$ cat src/hw/rtl/lcs_pkg.sv
// Shared constants, types and helpers for the longest common subsequence block.
`default_nettype none

package lcs_pkg;

  // Capacity of the first-string store.
  localparam int MAX_LEN   = 64;
  localparam int ROW_DEPTH = MAX_LEN + 1;
  localparam int LEN_W     = $clog2(MAX_LEN + 1);
  localparam int STR_AW    = (MAX_LEN > 1) ? $clog2(MAX_LEN) : 1;

  // Field widths of the beats.
  localparam int FUNC_W    = 2;
  localparam int CH_W      = 8;
  localparam int OUT_LEN_W = 7;
  localparam int LEN_SAT   = 127;

  // Function codes of an input beat.
  localparam logic [FUNC_W-1:0] FN_LOAD   = 2'd0;
  localparam logic [FUNC_W-1:0] FN_FEED   = 2'd1;
  localparam logic [FUNC_W-1:0] FN_FINISH = 2'd2;

  // Request bundle from the sequencer to the row store.
  typedef struct packed {
    logic             rd_en;
    logic [LEN_W-1:0] rd_addr;
    logic             wr_en;
    logic [LEN_W-1:0] wr_addr;
    logic [LEN_W-1:0] wr_data;
    logic             clear;
  } row_req_t;

  // Clamp a row value to the width of the result field.
  function automatic logic [OUT_LEN_W-1:0] sat_len(input logic [LEN_W-1:0] v);
    logic [LEN_W+OUT_LEN_W-1:0] wide;
    wide = {{OUT_LEN_W{1'b0}}, v};
    if (wide > (LEN_W+OUT_LEN_W)'(LEN_SAT)) begin
      return OUT_LEN_W'(LEN_SAT);
    end
    return wide[OUT_LEN_W-1:0];
  endfunction

endpackage

`default_nettype wire

$ cat src/hw/rtl/longest_common_subsequence_top.sv
// Top level of the longest common subsequence block: sequencer and result register.
//
// Usage:
//   The input channel carries beats of in_func and in_ch. A load beat
//   (FN_LOAD) appends in_ch to the first string; bytes beyond 64 are
//   dropped and the truncation flag is set. A feed beat (FN_FEED) walks
//   the DP row once with in_ch. A finish beat (FN_FINISH) emits one
//   result beat with out_lcs_length and out_truncated, then clears the
//   string, the row and the flag. Code 3 is ignored.
//   Operation: a load never stalls the input. A feed walks row entries 1
//   to L, where L is the number of loaded bytes, in the single update
//   unit, which handles one row entry a cycle through the row
//   memory's one read and one write port. A finish reads the last row
//   entry, then in ST_FIN loads the result register once it is free.
//   in_stall is high while a feed or finish is in progress.
//   Reset (synchronous, rst_n low) empties the string, zeroes the row
//   through its valid bits at once and drops any pending result.
//   While the receiver stalls, the result register holds; a finish then
//   waits in place until the register is free, and the input stays
//   stalled for that whole time.
`default_nettype none

module longest_common_subsequence_top
  import lcs_pkg::*;
(
  input  wire logic                 clk,
  input  wire logic                 rst_n,
  input  wire logic                 in_valid,
  output logic                      in_stall,
  input  wire logic [FUNC_W-1:0]    in_func,
  input  wire logic [CH_W-1:0]      in_ch,
  output logic                      out_valid,
  input  wire logic                 out_stall,
  output logic      [OUT_LEN_W-1:0] out_lcs_length,
  output logic                      out_truncated
);

  typedef enum logic [1:0] {
    ST_IDLE,
    ST_FEED,
    ST_FIN
  } state_t;

  state_t           state_r, state_nxt;
  logic [LEN_W-1:0] len_r, len_nxt;
  logic             ovf_r, ovf_nxt;
  logic [LEN_W-1:0] idx_r, idx_nxt;
  logic [LEN_W-1:0] left_r, left_nxt;
  logic [LEN_W-1:0] diag_r, diag_nxt;
  logic [CH_W-1:0]  ch_r, ch_nxt;
  logic                 out_valid_r, out_valid_nxt;
  logic [OUT_LEN_W-1:0] out_len_r, out_len_nxt;
  logic                 out_trunc_r, out_trunc_nxt;

  logic              in_acc;
  logic              out_free;
  row_req_t          row_req;
  logic [LEN_W-1:0]  row_q;
  logic              str_wr_en;
  logic [STR_AW-1:0] str_wr_addr;
  logic              str_rd_en;
  logic [STR_AW-1:0] str_rd_addr;
  logic [CH_W-1:0]   str_q;
  logic [LEN_W-1:0]  cell_nxt;

  assign in_stall = (state_r != ST_IDLE);
  assign in_acc   = in_valid && !in_stall;
  assign out_free = !out_valid_r || !out_stall;

  // First-string store.
  lcs_ram #(
    .DEPTH (MAX_LEN),
    .WIDTH (CH_W),
    .AW    (STR_AW)
  ) u_str (
    .clk     (clk),
    .wr_en   (str_wr_en),
    .wr_addr (str_wr_addr),
    .wr_data (in_ch),
    .rd_en   (str_rd_en),
    .rd_addr (str_rd_addr),
    .rd_data (str_q)
  );

  // DP row store.
  lcs_row_store u_row (
    .clk     (clk),
    .rst_n   (rst_n),
    .req     (row_req),
    .rd_data (row_q)
  );

  // Shared update unit.
  lcs_cell u_cell (
    .str_byte (str_q),
    .ch       (ch_r),
    .left     (left_r),
    .old      (row_q),
    .diag     (diag_r),
    .nxt      (cell_nxt)
  );

  // Sequencer: next state, memory requests and result register.
  always_comb begin
    state_nxt     = state_r;
    len_nxt       = len_r;
    ovf_nxt       = ovf_r;
    idx_nxt       = idx_r;
    left_nxt      = left_r;
    diag_nxt      = diag_r;
    ch_nxt        = ch_r;
    out_valid_nxt = out_valid_r && out_stall;
    out_len_nxt   = out_len_r;
    out_trunc_nxt = out_trunc_r;
    row_req       = '0;
    str_wr_en     = 1'b0;
    str_wr_addr   = STR_AW'(len_r);
    str_rd_en     = 1'b0;
    str_rd_addr   = '0;

    unique case (state_r)
      ST_IDLE: begin
        if (in_acc) begin
          case (in_func)
            FN_LOAD: begin
              if (len_r < LEN_W'(MAX_LEN)) begin
                str_wr_en = 1'b1;
                len_nxt   = len_r + LEN_W'(1);
              end else begin
                ovf_nxt = 1'b1;
              end
            end
            FN_FEED: begin
              // Start the walk at entry 1; entry 0 is always zero.
              if (len_r != '0) begin
                row_req.rd_en   = 1'b1;
                row_req.rd_addr = LEN_W'(1);
                str_rd_en       = 1'b1;
                str_rd_addr     = '0;
                idx_nxt         = LEN_W'(1);
                left_nxt        = '0;
                diag_nxt        = '0;
                ch_nxt          = in_ch;
                state_nxt       = ST_FEED;
              end
            end
            FN_FINISH: begin
              row_req.rd_en   = 1'b1;
              row_req.rd_addr = len_r;
              state_nxt       = ST_FIN;
            end
            default: begin
            end
          endcase
        end
      end
      ST_FEED: begin
        // Write entry idx and fetch entry idx + 1 in the same cycle.
        row_req.wr_en   = 1'b1;
        row_req.wr_addr = idx_r;
        row_req.wr_data = cell_nxt;
        left_nxt        = cell_nxt;
        diag_nxt        = row_q;
        if (idx_r == len_r) begin
          state_nxt = ST_IDLE;
        end else begin
          row_req.rd_en   = 1'b1;
          row_req.rd_addr = idx_r + LEN_W'(1);
          str_rd_en       = 1'b1;
          str_rd_addr     = STR_AW'(idx_r);
          idx_nxt         = idx_r + LEN_W'(1);
        end
      end
      ST_FIN: begin
        // Emit once the result register is free, then clear the state.
        if (out_free) begin
          out_valid_nxt = 1'b1;
          out_len_nxt   = sat_len(row_q);
          out_trunc_nxt = ovf_r;
          row_req.clear = 1'b1;
          len_nxt       = '0;
          ovf_nxt       = 1'b0;
          state_nxt     = ST_IDLE;
        end
      end
      default: begin
        state_nxt = ST_IDLE;
      end
    endcase
  end

  // State, counters and registered outputs.
  always_ff @(posedge clk) begin
    if (!rst_n) begin
      state_r     <= ST_IDLE;
      len_r       <= '0;
      ovf_r       <= 1'b0;
      out_valid_r <= 1'b0;
    end else begin
      state_r     <= state_nxt;
      len_r       <= len_nxt;
      ovf_r       <= ovf_nxt;
      out_valid_r <= out_valid_nxt;
    end
    idx_r       <= idx_nxt;
    left_r      <= left_nxt;
    diag_r      <= diag_nxt;
    ch_r        <= ch_nxt;
    out_len_r   <= out_len_nxt;
    out_trunc_r <= out_trunc_nxt;
  end

  assign out_valid      = out_valid_r;
  assign out_lcs_length = out_len_r;
  assign out_truncated  = out_trunc_r;

`ifndef SYNTH
  // The string length never exceeds the store.
  a_len_bound: assert property (@(posedge clk) disable iff (!rst_n)
    len_r <= LEN_W'(MAX_LEN))
    else $error("string length beyond store capacity");

  // The row walk stays inside the loaded prefix.
  a_walk_range: assert property (@(posedge clk) disable iff (!rst_n)
    (state_r == ST_FEED) |-> (idx_r >= LEN_W'(1) && idx_r <= len_r))
    else $error("row walk index out of range");

  // A finish that emits leaves a result and an empty string behind.
  a_fin_clears: assert property (@(posedge clk) disable iff (!rst_n)
    (state_r == ST_FIN && out_free) |=> (out_valid_r && len_r == '0 && !ovf_r))
    else $error("finish did not emit and clear");

  // The row is written only during a walk.
  a_row_write: assert property (@(posedge clk) disable iff (!rst_n)
    row_req.wr_en |-> (state_r == ST_FEED))
    else $error("row write outside a walk");
`endif

endmodule

`default_nettype wire

$ cat src/hw/rtl/lcs_ram.sv
// Generic single-write, single-read memory with registered read data.
`default_nettype none

module lcs_ram #(
  parameter int DEPTH = 64,
  parameter int WIDTH = 8,
  parameter int AW    = (DEPTH > 1) ? $clog2(DEPTH) : 1
) (
  input  wire logic             clk,
  input  wire logic             wr_en,
  input  wire logic [AW-1:0]    wr_addr,
  input  wire logic [WIDTH-1:0] wr_data,
  input  wire logic             rd_en,
  input  wire logic [AW-1:0]    rd_addr,
  output logic      [WIDTH-1:0] rd_data
);

  logic [WIDTH-1:0] mem [DEPTH];

  // Write port.
  always_ff @(posedge clk) begin
    if (wr_en) begin
      mem[wr_addr] <= wr_data;
    end
  end

  // Read port; data holds until the next enabled read.
  always_ff @(posedge clk) begin
    if (rd_en) begin
      rd_data <= mem[rd_addr];
    end
  end

endmodule

`default_nettype wire

$ cat src/hw/rtl/lcs_row_store.sv
// Storage for one row of the DP table, with per-entry valid bits for fast clearing.
`default_nettype none

module lcs_row_store
  import lcs_pkg::*;
(
  input  wire logic             clk,
  input  wire logic             rst_n,
  input  wire row_req_t         req,
  output logic      [LEN_W-1:0] rd_data
);

  logic [ROW_DEPTH-1:0] valid_r;
  logic                 rd_valid_r;
  logic [LEN_W-1:0]     ram_q;

  lcs_ram #(
    .DEPTH (ROW_DEPTH),
    .WIDTH (LEN_W),
    .AW    (LEN_W)
  ) u_ram (
    .clk     (clk),
    .wr_en   (req.wr_en),
    .wr_addr (req.wr_addr),
    .wr_data (req.wr_data),
    .rd_en   (req.rd_en),
    .rd_addr (req.rd_addr),
    .rd_data (ram_q)
  );

  // Valid bits: an entry never written since the last clear reads as zero.
  always_ff @(posedge clk) begin
    if (!rst_n || req.clear) begin
      valid_r <= '0;
    end else if (req.wr_en) begin
      valid_r[req.wr_addr] <= 1'b1;
    end
  end

  // Valid flag travels with the registered read data.
  always_ff @(posedge clk) begin
    if (!rst_n) begin
      rd_valid_r <= 1'b0;
    end else if (req.rd_en) begin
      rd_valid_r <= valid_r[req.rd_addr];
    end
  end

  assign rd_data = rd_valid_r ? ram_q : '0;

endmodule

`default_nettype wire

$ cat src/hw/rtl/lcs_cell.sv
// DP update unit: computes one new row entry from its neighbors.
`default_nettype none

module lcs_cell
  import lcs_pkg::*;
(
  input  wire logic [CH_W-1:0]  str_byte,
  input  wire logic [CH_W-1:0]  ch,
  input  wire logic [LEN_W-1:0] left,
  input  wire logic [LEN_W-1:0] old,
  input  wire logic [LEN_W-1:0] diag,
  output logic      [LEN_W-1:0] nxt
);

  logic [LEN_W-1:0] max_lo;
  logic [LEN_W-1:0] max_all;

  // Maximum of the new left entry, the old entry and the old diagonal.
  assign max_lo  = (left > old) ? left : old;
  assign max_all = (max_lo > diag) ? max_lo : diag;

  // A match extends the diagonal by one.
  assign nxt = (str_byte == ch) ? (diag + LEN_W'(1)) : max_all;

endmodule

`default_nettype wire

$ cat config.mk
export PLATFORM = sky130hd
export DESIGN_NAME = longest_common_subsequence_top
export DESIGN_NICKNAME = d
export VERILOG_FILES = /design/src/hw/rtl/lcs_pkg.sv /design/src/hw/rtl/longest_common_subsequence_top.sv /design/src/hw/rtl/lcs_ram.sv /design/src/hw/rtl/lcs_row_store.sv /design/src/hw/rtl/lcs_cell.sv
export SDC_FILE = /design/constraint.sdc
export NUM_CORES = 1
export LEC_CHECK = 0
export BUFFER_PORTS_ARGS = -buffer_cell sky130_fd_sc_hd__buf_4
export CELL_PAD_IN_SITES_DETAIL_PLACEMENT = 1
export CELL_PAD_IN_SITES_GLOBAL_PLACEMENT = 2
export CORE_AREA = 2 2 360 362
export DETAILED_ROUTE_END_ITERATION = 8
export DIE_AREA = 0 0 362 364
export PLACE_DENSITY = 0.66
export SLEW_MARGIN = 20
export SYNTH_ARGS = -nofsm -noshare
export SYNTH_HDL_FRONTEND = slang
export SYNTH_SLANG_ARGS = --single-unit
$ cat constraint.sdc
create_clock -name clk -period 14.6 [get_ports clk]
set_clock_uncertainty 0.2 [all_clocks]
set_input_delay 2.92 -clock clk [delete_from_list [all_inputs] [get_ports clk]]
set_output_delay 2.92 -clock clk [all_outputs]
set_load 0.005 [all_outputs]
==> metrics.txt, run 1 <==
RR Endpoint u_row.u_ram.mem[25][2]; post-CTS setup buffer count 0; CTS Buf Count 109; core area 128300 µm²; peak per-stage delay on the critical path 0.90 ns; RSZ-0062 raised after global routing no; Yosys top cell area share 0.6890; row count 132; IR drop worst, VDD 89.68 µV; cells after synthesis 2952; f_max 148.0 MHz; Async S/R FF share, synth 0; post-synthesis sequential area ratio 0.7237; clk root buf clkbuf_16; width of the die 362 µm; Ys Warns 0; drt pass-1 iters 7; Max Slew Vio Count 0; synth cell count leaders edfxtp_1, nor2_1, nand2_1, o221ai_1, mux2i_1; Avg Inst Size Synth 15.04 µm²; CP Class primary input to register; Lkg Pwr 0.01639 µW; Syn Nets 2987; relative slew slack 0.1875; Area after DPL 46300 µm²; pre-CTS setup slack 7.123 ns; first-pass GRT wire length 194700 µm; Hold Crit Start ovf_r; CTS hold repair buffers 0; most common cell in the synthesized netlist edfxtp_1; Max H-tree Level 3; Worst-path clk slew 0.06 ns; Slew @ Worst Pin 1.214 ns; max cap viols 0; top cell type by total area after synthesis edfxtp_1; Setup WS post-layout 7.841 ns; via count 26400; Post-CTS Resized 0; worst-path fanout max 52; CP endpoint kind register; pin count of the biggest net entering global routing 161; initial antenna violation count 4; Worst-Skew Late Latency 0.73 ns; Port Buffers 23; io pins 24; path depth of the worst reg2reg path 17; Routability Congestion 0.8327; Hold Vio Cnt, Final 0; hold path endpoint out_truncated; GRT overflow 0; Die Area 131800 µm²; final core utilization 0.3879; Tmin final 6.759 ns; clock sink count 1096; die height 364 µm; fin nets 2990; WL final 133600 µm; post-layout instance area 49780 µm²; cell mode on critical path buf_4; layout cells sized above 1 0.1231; CTS tree yes; Max clock buf depth 3; Final HPWL DP 79700 µm; R2R Path Start u_row.rd_valid_r; run status finished, final reports clean; hold-critical path depth 0; crit path max-delay cell type o311ai_0; startpoint types primary input; R2R Setup Slk 8.13 ns; pwr/cell area 129.6 nW/µm²; Layout area overhead 12.09%; post-synth cell types 90; Hold Crit Class register to register; Initial Utilization 0.3461; vias per inst 5.591; register bit total from synthesis 1096; Synth area leaders edfxtp_1, dfxtp_1, mux4_2; post-route ant nets 0; endpoints failing setup 0; wire per inst 28.28 µm; GRT Overall Usage 0.2012; iteration-0 DRC count of the detailed router 2446; final setup TNS 0 ns; crit-path cells buf_4 > inv_1 > ha_1 > and3_1 > nand2_1 > buf_4 > nand2_2 > buf_4 > mux2i_1 > a211oi_1 > o311ai_0 > nand4b_1 > o211ai_1; Top FF cell, synth edfxtp_1; DRC 0; Mapped Area 44410 µm²; Final period util 0.4629; Post-synth EDFFs 1019; Critical Path AT 7.02 ns; vias in the first global route 27860; Data required, critical path 14.86 ns
-- where the power goes --
part / total [µW] / switching (µW) / internal [µW]
clock network: 2780 / 1230 / 1540
logic: 245 / 177 / 67.8
registers: 3430 / 7.35 / 3430
-- state kept, by name (all words and copies together), names as in the netlist, 2 cells and up --
| name | cells |
|---|---|
| u_str.mem | 512 |
| u_row.u_ram.mem | 455 |
| u_row.valid_r | 65 |
| ch_r | 8 |
| u_str.rd_data | 8 |
| diag_r | 7 |
| idx_r | 7 |
| left_r | 7 |
| len_r | 7 |
| out_lcs_length | 7 |
| u_row.u_ram.rd_data | 7 |
| state_r | 2 |
-- routing by layer --
metal,global-route usage,part of all wire
met5,0.004357,0.00073
met4,0.06765,0.033
met3,0.04113,0.066
met2,0.3293,0.47
met1,0.2668,0.43
-- layout make-up --
class | instances | area, µm²
tap | 1675 | 2096
inverter | 30 | 112.6
fill | 12900 | 78550
multi-input combinational | 1643 | 11370
clock buffer | 146 | 2907
clock inverter | 56 | 569.3
sequential | 1096 | 32140
antenna | 1 | 2.502
timing repair buffer | 75 | 588.1
-- through the flow --
stage | hold slack (ns) | std cells | power [µW]
2_1_floorplan | 0.2090 | 2952 | 3633
3_3_place_gp | 0.2180 | 4519 | 3738
3_5_place_dp | 0.2192 | 4519 | 3746
4_1_cts | 0.2338 | 4721 | 6502
5_1_grt | 0.2579 | 4721 | 6632
6_report | 0.2303 | 4722 | 6452
-- placed cells by master, fill, tap and decap left out, types with 66 or more instances in the layout --
master / Yosys / routed
a211oi_1: 67 / 67
nand2_1: 259 / 256
mux2i_1: 99 / 99
nand3_1: 69 / 69
clkbuf_16: 0 / 109
o221ai_1: 100 / 100
edfxtp_1: 1019 / 1019
o21ai_0: 69 / 66
buf_4: 19 / 73
a21oi_1: 86 / 82
dfxtp_1: 77 / 77
nor2_1: 317 / 309
-- kinds of logic after synthesis --
family | share of synthesized area
AOI/OAI and AO/OA | 0.09909
adders and majority gates | 0.005916
buffers and inverters | 0.02389
xor gates and xnor gates | 0.004508
muxes | 0.06516
and+or+nand+nor | 0.07773
DFF | 0.7237
-- how the worst max path moves through the flow --
stage | slack, ns | cells after the start | start | endpoint
floorplan | 8.59 | 15 | u_row.rd_valid_r | u_row.u_ram.mem[0][1]
global placement | 7.15 | 14 | in_func[0] | u_row.u_ram.rd_data[1]
global route | 7.72 | 13 | in_func[0] | u_row.u_ram.rd_data[3]
CTS | 7.88 | 14 | in_func[0] | u_row.u_ram.rd_data[1]
finish | 7.84 | 13 | in_func[0] | u_row.u_ram.rd_data[3]
detailed placement | 7.12 | 14 | in_func[0] | u_row.u_ram.rd_data[1]
-- critical path, delay by kind of cell --
| family | cells | cell delay, ns |
|---|---|---|
| simple gates | 4 | 1.22 |
| buf+inv | 4 | 1.17 |
| mux | 1 | 0.28 |
| fa+ha+maj | 1 | 0.23 |
| compound gates | 3 | 1.12 |
Note: power is estimated with default switching activity, not from simulation.
==> run 2, diff against run 1 <==
==> constraint.sdc (replaced) <==
create_clock -name clk -period 6.75 [get_ports clk]
set_clock_uncertainty 0.2 [all_clocks]
set_input_delay 1.35 -clock clk [delete_from_list [all_inputs] [get_ports clk]]
set_output_delay 1.35 -clock clk [all_outputs]
set_load 0.005 [all_outputs]
==> run 2 against run 1 <==
Net effect: via count up 2.4%; first-iteration DRC count grew 9.9%; global-route usage increased by 0.58 points; setup slack worse by 6.6 ns; largest power group unchanged; total power grew 120%; die area did not move; clock-buffer cell count rose by 2.
==> metrics.txt, run 2 (same netlist as run 1, synthesis figures left out) <==
post-CTS setup buffer count 0; Comb pwr share 0.038; io pins 24; via count 27030; WL final 137300 µm; vias in the first global route 28190; endpoints failing setup 0; Data required, critical path 6.94 ns; core area 128300 µm²; DRC 0; die height 364 µm; CP Class register to register; layout cells sized above 1 0.1430; Final period util 0.8220; pre-CTS setup slack 1.047 ns; Switching Share 0.2160; startpoint types register; Max Slew Vio Count 0; cell mode on critical path o21ai_0; CTS tree yes; crit-path cells nand2_1 > ha_1 > nor2b_1 > o21ai_0 > a21oi_1 > a211oi_1 > o21bai_1 > mux2_2 > ha_1 > nor2b_1 > o21ai_0 > a21oi_1 > a211oi_1 > o21bai_1 > mux2i_1 > nand2_1 > o21ai_0 > a21oi_4 > buf_4; f_max 180.2 MHz; cell-internal power 11360 µW; Tmin final 5.549 ns; multi-input logic area 11380 µm²; fin cells 4772; Critical Path AT 5.74 ns; sw power 3131 µW; RSZ-0062 raised after global routing no; vias per inst 5.665; iteration-0 DRC count of the detailed router 2687; first-pass GRT wire length 200500 µm; Cells after DPL 4556; Area after DPL 46640 µm²; register area 32140 µm²; initial antenna violation count 2; leading cell type in the layout, fill and taps excluded edfxtp_1; relative slew slack 0.2282; Initial Utilization 0.3461; Power Total 14490 µW; pin count of the biggest net entering global routing 161; Setup WS post-layout 1.201 ns; Hold Crit Class register to register; row count 132; Max H-tree Level 3; pwr/cell area 286.8 nW/µm²; Lkg Pwr 0.01678 µW; Worst-Skew Late Latency 0.74 ns; commonest cells after routing, fill and taps aside edfxtp_1, nor2_1, nand2_1; Max clock buf depth 3; post-route ant nets 0; Slew @ Worst Pin 1.153 ns; CTS hold repair buffers 0; top flop regs u_str.mem (512), u_row.u_ram.mem (455), u_row.valid_r (65); Hold Vio Cnt, Final 0; worst-path fanout max 65; post-layout instance area 50530 µm²; sequential power share 0.512; drt pass-1 iters 5; peak per-stage delay on the critical path 0.64 ns; crit path max-delay cell type buf_4; run status finished, final reports clean; FILL cells 12870; GRT Overall Usage 0.2070; CP endpoint kind register; wire per inst 28.78 µm; antenna cell count 0; IR drop worst, VDD 229.4 µV; Top reg by flops u_str.mem; CP Buf/Inv Count 1; Die Area 131800 µm²; CTS Buf Count 114; Worst-path clk slew 0.06 ns; Top delay family on crit path compound AO/OA/AOI/OAI gates; max cap viols 0; clock power share 0.450; fin nets 3033; max FFs per register 512; Routability Congestion 0.8396; clk root buf clkbuf_16; clock sink count 1096; GRT overflow 0; Final HPWL DP 84370 µm; Port Buffers 23; Layout area overhead 13.79%; width of the die 362 µm; final setup TNS 0 ns; Post-CTS Resized 0
==> run 2: worst paths after layout <==
check,start,end,slack (ns),cells after the start
worst max-delay path,u_row.rd_valid_r,u_row.u_ram.mem[24][4],1.20,19
worst max register to register,u_row.rd_valid_r,u_row.u_ram.mem[24][4],1.20,19
worst min-delay path,ovf_r,out_truncated,0.23,0
worst min register to register,ovf_r,out_truncated,0.23,0
==> run 2: final cells by class <==
type	instances	area share
Tap cell	1675	0.04147
Sequential cell	1096	0.6360
Multi-Input combinational cell	1643	0.2251
Clock inverter	67	0.01570
Inverter	30	0.002228
Clock buffer	148	0.06079
Timing Repair Buffer	113	0.01867
==> run 2: worst reg2reg max path: cells and delay by family (launching register included) <==
kind            cells  cell delay, ns
compound gates     10            2.13
buf+inv             1            0.64
simple gates        4            0.50
flops               1            0.45
mux                 2            0.58
fa+ha+maj           2            0.61
==> run 2: metrics by stage <==
| step | hold slack, ns | util |
|---|---|---|
| final | 0.2299 | 0.3938 |
| after global routing | 0.2659 | 0.3938 |
| after CTS | 0.2348 | 0.3935 |
| after detailed placement | 0.2198 | 0.3634 |
| after global placement | 0.2192 | 0.3633 |
| after floorplan | 0.2090 | - |
==> run 2: per-layer routing <==
metal / up-vias / wire length, µm / GRT usage
met4: 0 / 3782 / 0.06038
li1: 11700 / - / -
met1: 14240 / 59070 / 0.2788
met2: 878 / 66780 / 0.3466
met3: 212 / 7705 / 0.03182
met5: - / 0 / 0
==> run 2: power by group through the flow <==
stage	sequential [µW]	combinational, µW	clock (µW)
CTS	7430	548	6630
global route	7420	581	6860
finish	7430	546	6520
global placement	7570	533	0
floorplan	7560	297	0
detailed placement	7570	546	0
